File: config.mk
export PLATFORM = sky130hd
export DESIGN_NAME = pli_cell
export DESIGN_NICKNAME = d
export VERILOG_FILES = /design/src/rtl/pli_pkg.sv /design/src/rtl/pli_cell.sv
export SDC_FILE = /design/constraint.sdc
export NUM_CORES = 1
export LEC_CHECK = 0
export ABC_AREA = 1
export ABC_CLOCK_PERIOD_IN_PS = 3700
export BUFFER_PORTS_ARGS = -buffer_cell sky130_fd_sc_hd__buf_2
export CORE_AREA = 2 2 500 502
export DETAILED_ROUTE_END_ITERATION = 6
export DIE_AREA = 0 0 502 504
export HOLD_SLACK_MARGIN = 0.02
export PLACE_DENSITY_LB_ADDON = 0.3
export SYNTH_ARGS = -nofsm -noshare
export SYNTH_HDL_FRONTEND = slang
export SYNTH_SLANG_ARGS = --single-unit
File: constraint.sdc
create_clock -name clock -period 3.7 [get_ports clock]
set_clock_uncertainty 0.2 [all_clocks]
set_input_delay 0.74 -clock clock [delete_from_list [all_inputs] [get_ports clock]]
set_output_delay 0.74 -clock clock [all_outputs]
set_load 0.03 [all_outputs]
File: src/rtl/pli_pkg.sv
package pli_pkg;

   localparam int COORD_WIDTH  = 32;
   localparam int NORMAL_WIDTH = 16;
   localparam int NORMAL_FRAC  = NORMAL_WIDTH - 2;

   localparam int PROD_W  = COORD_WIDTH + NORMAL_WIDTH;
   localparam int ACC_W   = PROD_W + 2;
   localparam int MAG_W   = ACC_W;
   localparam int LO_W    = MAG_W / 2;
   localparam int HI_W    = MAG_W - LO_W;
   localparam int PP_LO_W = COORD_WIDTH + LO_W;
   localparam int PP_HI_W = COORD_WIDTH + HI_W;
   localparam int PR_W    = COORD_WIDTH + MAG_W;
   localparam int A_W     = PR_W + 2;
   localparam int B_W     = MAG_W + 1;
   localparam int QB      = COORD_WIDTH + 1;
   localparam int R_W     = COORD_WIDTH + 3;
   localparam int SD_W    = MAG_W + 1;

   localparam int CSR_IDX_W  = 8;
   localparam int CSR_DATA_W = (COORD_WIDTH > NORMAL_WIDTH) ? COORD_WIDTH : NORMAL_WIDTH;

   localparam logic [CSR_IDX_W-1:0] REG_NORMAL_X     = CSR_IDX_W'(0);
   localparam logic [CSR_IDX_W-1:0] REG_NORMAL_Y     = CSR_IDX_W'(1);
   localparam logic [CSR_IDX_W-1:0] REG_NORMAL_Z     = CSR_IDX_W'(2);
   localparam logic [CSR_IDX_W-1:0] REG_PLANE_OFFSET = CSR_IDX_W'(3);

   localparam logic [NORMAL_WIDTH-1:0] NORMAL_ONE = NORMAL_WIDTH'(1) << NORMAL_FRAC;

   localparam logic signed [COORD_WIDTH-1:0] COORD_MAX = {1'b0, {(COORD_WIDTH-1){1'b1}}};
   localparam logic signed [COORD_WIDTH-1:0] COORD_MIN = {1'b1, {(COORD_WIDTH-1){1'b0}}};

   typedef struct packed {
      logic [B_W-1:0] rem;
      logic [B_W-1:0] div;
      logic [QB-1:0]  dvd;
      logic [QB-1:0]  quo;
      logic           big;
   } pli_lane_type;

   typedef struct packed {
      logic [2:0][COORD_WIDTH-1:0] p;
      logic [2:0]                  qsign;
      logic                        hit;
      logic                        front;
      logic [COORD_WIDTH-1:0]      sd;
      logic                        sd_ovf;
   } pli_side_type;

   typedef struct packed {
      pli_lane_type [2:0] lane;
      pli_side_type       side;
   } pli_word_type;

   typedef struct packed {
      logic [COORD_WIDTH-1:0]      sd;
      logic                        front;
      logic                        hit;
      logic [2:0][COORD_WIDTH-1:0] hp;
      logic                        ovf;
   } pli_result_type;

endpackage

File: src/rtl/pli_cell.sv
module pli_cell (
   input  logic                  clock,
   input  logic                  reset,
   input  logic                  en,
   input  logic                  in_valid,
   input  pli_pkg::pli_word_type in_word,
   output logic                  out_valid,
   output pli_pkg::pli_word_type out_word
);

   logic                                valid_ff;
   pli_pkg::pli_word_type               word_ff;
   pli_pkg::pli_word_type               word_in;
   logic [2:0][pli_pkg::B_W:0]          trial;
   logic [2:0][pli_pkg::B_W:0]          diff;
   logic [2:0]                          ge;

   // One restoring division step per lane: shift in the next dividend bit,
   // subtract the divisor when it fits and record the quotient bit.
   always_comb begin
      word_in = in_word;
      for (int l = 0; l < 3; l++) begin
         trial[l] = {in_word.lane[l].rem, in_word.lane[l].dvd[pli_pkg::QB-1]};
         diff[l]  = trial[l] - {1'b0, in_word.lane[l].div};
         ge[l]    = trial[l] >= {1'b0, in_word.lane[l].div};
         word_in.lane[l].rem = ge[l] ? diff[l][pli_pkg::B_W-1:0]
                                     : trial[l][pli_pkg::B_W-1:0];
         word_in.lane[l].dvd = {in_word.lane[l].dvd[pli_pkg::QB-2:0], 1'b0};
         word_in.lane[l].quo = {in_word.lane[l].quo[pli_pkg::QB-2:0], ge[l]};
      end
   end

   always_ff @(posedge clock) begin
      if (reset) begin
         valid_ff <= 1'b0;
      end else if (en) begin
         valid_ff <= in_valid;
      end
   end

   always_ff @(posedge clock) begin
      if (en) begin
         word_ff <= word_in;
      end
   end

   assign out_valid = valid_ff;
   assign out_word  = word_ff;

endmodule
==> flow_summary.json, run 1 <==
{
  "place_ws_ns": 0.119,
  "io_buffer_count": 1280,
  "criticalPathCategory": "in2reg",
  "hold_path.class": "in2reg",
  "synth_cell_types": 38,
  "fp-row-count": 183,
  "timing.setup.tns_ns": 0,
  "max-slew-margin-rel_pct": 44.6,
  "yosys-top-cells-count": "nand2_1 (1437), inv_1 (921), edfxtp_1 (638), nor2_1 (252), nand3_1 (164)",
  "synth_area_per_cell_sq_um": 8.57,
  "synthFlopType": "edfxtp_1",
  "synth_top_area_cell": "edfxtp_1",
  "insertion_delay_ns": 0.65,
  "status": "finished clean",
  "grt.total_usage_pct": 15.0,
  "die_x_microns": 502,
  "critPathLaunchType": "input port",
  "setup.worst_path.start": "in_word[224]",
  "final_nets": 6822,
  "ant_nets": 0,
  "vias_per_cell": 3.68,
  "crit_required_ns": 4.00,
  "grt_setup_unrepaired": "no",
  "synth-seq-cells": 639,
  "drt_iter0_markers": 2508,
  "clockBufferDepth": 3,
  "dp.cells": 8803,
  "finalHoldViolCount": 0,
  "setup_ws_ns": 0.216,
  "drc": 0,
  "ys_seq_area_share_pct": 53.9,
  "synthArstFlopShare_pct": 0,
  "grt_pass1_wl_microns": 269000,
  "post-cts-setup-buffer-count": 0,
  "setup_viol": 0,
  "die-area_sq_mm": 0.253,
  "area_delta_synth_final_pct": 52.3,
  "r2r_start": "out_valid",
  "overflow": 0,
  "cts_tree": "done",
  "antenna_found_initial": 64,
  "vias": 34800,
  "finalCritPeriodShare_pct": 94.2,
  "die_h_microns": 504,
  "synth_simple_gate_area_share_pct": 24.3,
  "synthXorXnorAreaFrac_pct": 2.07,
  "cts.sinks": 639,
  "worstMarginPinSlew_ns": 0.832,
  "cp_max_fo": 11,
  "cap_violations": 0,
  "ir_drop_uv": 386,
  "routedWlPerCell_microns": 21.0,
  "initial_core_util_pct": 14.4,
  "crit_arrival_ns": 3.78,
  "max_freq_mhz": 287,
  "cts-root-buf": "clkbuf_16",
  "seq_area_sq_mm": 0.0192,
  "syn-cell-area_sq_mm": 0.0356,
  "period_needed_ns": 3.48,
  "postSynthCellCount": 4150,
  "synth_top_area_share_pct": 53.8,
  "utilization_pct": 21.9,
  "wl_microns": 198000,
  "cts_resized": 0,
  "power.density_mw_per_mm2": 442,
  "grt_max_degree": 68,
  "cts_max_level": 3,
  "synthMostInstantiatedCell": "nand2_1",
  "cts-buffers-inserted": 84,
  "path_clk_slew_ns": 0.06,
  "synth_top_family_by_area": "simple AND/OR/NAND/NOR gates",
  "synthAdderAreaFrac_pct": 5.55,
  "ctsHoldBuffers": 462,
  "ys_top_cells_by_area": "edfxtp_1 (54%), nand2_1 (15%), inv_1 (9.7%)",
  "multiInputGateArea_sq_mm": 0.0126,
  "stdcell_count": 9454,
  "synth_compound_area_share_pct": 3.26,
  "ioPinCount": 1287,
  "dpl.hpwl_microns": 166000,
  "synthMuxAreaShare_pct": 0.0281,
  "core_sq_mm": 0.248,
  "synth-edff-count": 638,
  "fillCellCount": 27600,
  "first_global_vias": 35100,
  "end_kind": "flop",
  "reg2reg_slack_ns": 2.90,
  "drive_gt1_share_pct": 25.5,
  "leakagePower_uw": 0.0263,
  "synth_warnings": 0,
  "fin_hold_ws_ns": 0.117,
  "drv_slew": 0,
  "gp_congestion": 0.929,
  "firstDrtPassIters": 5,
  "hold_start": "in_word[540]"
}
==> kinds of logic after synthesis <==
group	Yosys count
mux	1
compound gates	212
other cells	1
flops	639
simple gates	2072
buf+inv	985
fa+ha+maj	156
xor+xnor	84
==> registers in the layout, indices dropped and copies added (netlist names) <==
signal,count
out_valid,1
out_word,638
==> critical path, cell delays in order <==
cell,delay [ns]
dlygate4sd3_1,0.53
buf_2,0.12
inv_1,0.07
ha_1,0.40
nand2_1,0.17
nor2_1,0.29
nand2_1,0.13
clkinv_1,0.10
nand2_1,0.10
nor2_1,0.20
nand3_2,0.13
nand3_4,0.29
buf_4,0.26
nand3_1,0.13
nand2_1,0.13
==> worst paths after layout <==
kind | to | cells past startpoint
setup reg to reg | out_valid | 2
hold reg to reg | out_valid | 2
setup / recovery | out_word[292] | 15
hold / removal | out_word[540] | 1
==> routing by layer <==
layer	global-route usage, %	part of all wire [%]	vias up
met2	26.0	48	1316
li1	-	-	16900
met1	18.3	42	16400
met3	3.27	6.7	231
met4	5.16	3.6	22
met5	0	0.069	-
==> stage by stage <==
step	area, sq um	power [uW]
3_3_place_gp	46700	15300
3_5_place_dp	46700	15300
2_1_floorplan	35600	12600
6_report	54200	24000
5_1_grt	54200	25100
4_1_cts	54100	24400
==> area by class of cell <==
type / count / share of cell area, %
multi-input cells: 2528 / 23.2
clock inverters: 57 / 1.19
repair buffers: 1828 / 21.9
clock buffers: 99 / 3.98
well taps: 3330 / 7.69
inverters: 940 / 6.51
diodes: 33 / 0.152
flip-flops and latches: 639 / 35.4
==> power by group <==
part | switching [uW] | internal (uW) | leakage [uW]
Combinational | 4500 | 1970 | 0.0187
Clock | 3690 | 4760 | 0.00135
Sequential | 247 | 8820 | 0.00625
Total | 8430 | 15500 | 0.0263
==> layout by cell type, fill, tap and decap left out, types with 24 or more instances in the layout <==
cell and instances:
diode_2 33, a21oi_1 89, nor3_1 27, buf_4 71, nand2_1 1437, xor2_1 81, o21bai_1 24, edfxtp_1 638
inv_1 921, nand3b_1 51, dlygate4sd3_1 462, nor2_1 252, buf_2 1279, nand4_1 96, ha_1 153, clkbuf_16 84
nand3_1 164, o21ai_1 84
Power figures use the tool's default switching activity.
==> inputs of run 2 (changes only) <==
PLACE_DENSITY = 0.32   (was unset)
PLACE_DENSITY_LB_ADDON = unset   (was 0.3)
==> run 2 against run 1 <==
Net effect:
- wire length increased by 2.0%
- total power up 0.68%
- first-iteration DRC count fell by 14%
- die area is the same
- clock-buffer cell count is 11 higher
- critical path type unchanged
- global-route usage rose by 0.37 points
- maximum frequency grew 1.2%
==> flow_summary.json, run 2 (synthesis results as in run 1) <==
{
  "drive_gt1_share_pct": 25.8,
  "vias": 34700,
  "grt_setup_unrepaired": "no",
  "drt_iter0_markers": 2166,
  "antenna_found_initial": 66,
  "status": "finished clean",
  "die_x_microns": 502,
  "ir_drop_uv": 368,
  "path_clk_slew_ns": 0.06,
  "final_nets": 6877,
  "layout_commonest_cell": "nand2_1",
  "dpl.hpwl_microns": 171000,
  "timing.setup.tns_ns": 0,
  "criticalPathCategory": "in2reg",
  "critPathLaunchType": "input port",
  "insertion_delay_ns": 0.69,
  "period_needed_ns": 3.44,
  "end_kind": "flop",
  "worstMarginPinSlew_ns": 0.728,
  "grt.total_usage_pct": 15.4,
  "drc": 0,
  "firstDrtPassIters": 5,
  "cap_violations": 0,
  "reg2reg_slack_ns": 2.92,
  "cts_max_level": 3,
  "reg2reg_depth": 2,
  "die-area_sq_mm": 0.253,
  "crit_required_ns": 3.94,
  "fillCellCount": 27800,
  "fp-row-count": 183,
  "max_freq_mhz": 291,
  "final_cell_mix": "nand2_1 (1437), buf_2 (1279), inv_1 (921)",
  "cp_max_fo": 40,
  "cts-root-buf": "clkbuf_16",
  "grt_pass1_wl_microns": 275000,
  "core_sq_mm": 0.248,
  "wl_microns": 202000,
  "routedWlPerCell_microns": 21.3,
  "largest_reg_flops": 638,
  "io_buffer_count": 1280,
  "power.density_mw_per_mm2": 441,
  "max-slew-margin-rel_pct": 51.5,
  "vias_per_cell": 3.65,
  "first_global_vias": 35500,
  "cts-buffers-inserted": 88,
  "area_delta_synth_final_pct": 53.7,
  "hold_path.class": "in2reg",
  "setup_viol": 0,
  "leakagePower_uw": 0.0266,
  "grt_max_degree": 72,
  "crit_arrival_ns": 3.68,
  "utilization_pct": 22.1,
  "finalHoldViolCount": 0,
  "cts_tree": "done",
  "initial_core_util_pct": 14.4,
  "die_h_microns": 504,
  "multiInputGateArea_sq_mm": 0.0126,
  "cts.sinks": 639,
  "ant_nets": 0,
  "overflow": 0,
  "ioPinCount": 1287,
  "total_power_uw": 24100,
  "seq_area_sq_mm": 0.0192,
  "gp_congestion": 0.887,
  "min_path_cells": 1,
  "clockBufferDepth": 3,
  "finalCritPeriodShare_pct": 93.0,
  "drv_slew": 0
}
## run 2: cell count changes in the layout (fill, tap and decap cells not counted), moves of 6 or more
cell	change
buf_4	+32
clkbuf_1	+6
clkinv_1	+6
dlygate4sd3_1	+11
buf_12	+8
diode_2	-12
## run 2: report_power, final
part	total (uW)	switching (uW)	leakage (uW)	internal (uW)
sequential	9010	198	0.00625	8810
combinational	6590	4560	0.0190	2030
clock	8530	3720	0.00135	4810
## run 2: area by class of cell
class / count / share of cell area [%]
diodes: 21 / 0.0961
clock buffers: 110 / 4.22
clock inverters: 49 / 0.943
inverters: 940 / 6.45
multi-input cells: 2528 / 23.0
flip-flops and latches: 639 / 35.1
well taps: 3330 / 7.62
repair buffers: 1879 / 22.6
## run 2: critical path: stages
cell           delay (ns)
dlygate4sd3_1        0.62
buf_2                0.17
inv_1                0.06
ha_1                 0.34
nand2_1              0.13
nor2_2               0.35
nand2_1              0.16
nor2_1               0.24
nand4_2              0.18
nand3_4              0.24
buf_12               0.23
buf_4                0.15
o21ai_1              0.05
## run 2: final timing paths
kind | startpoint | to
setup reg to reg | out_valid | out_valid
hold reg to reg | out_valid | out_valid
hold / removal | in_word[41] | out_word[41]
setup / recovery | in_word[566] | out_word[600]
## run 2: what timing repair did
item / 4_1_cts / 5_1_grt
endpoints found under the hold margin: 473 / 0
buffers inserted: 0 / 0
endpoints found under the setup margin: 0 / 0
hold buffers: 473 / 0
gates resized for setup: 0 / 0
## run 2: layer usage
metal	part of all wire [%]	up-vias	global-route usage, %
met5	0.17	-	0
met4	2.1	50	3.46
met3	6.5	231	3.82
met2	48	1089	26.5
met1	44	16300	19.2
li1	-	17000	-
## run 2: through the flow
| stage | instances | cell area (sq um) | hold WS [ns] | setup slack, ns |
|---|---|---|---|---|
| after global routing | 9485 | 54700 | 0.0414 | 0.0167 |
| after detailed placement | 8843 | 47100 | 0.290 | 0.167 |
| after CTS | 9475 | 54600 | 0.0258 | 0.283 |
| after global placement | 8843 | 47100 | 0.281 | 0.164 |
| after floorplan | 4152 | 35600 | 0.430 | 0.893 |
| final | 9496 | 54700 | 0.0916 | 0.259 |
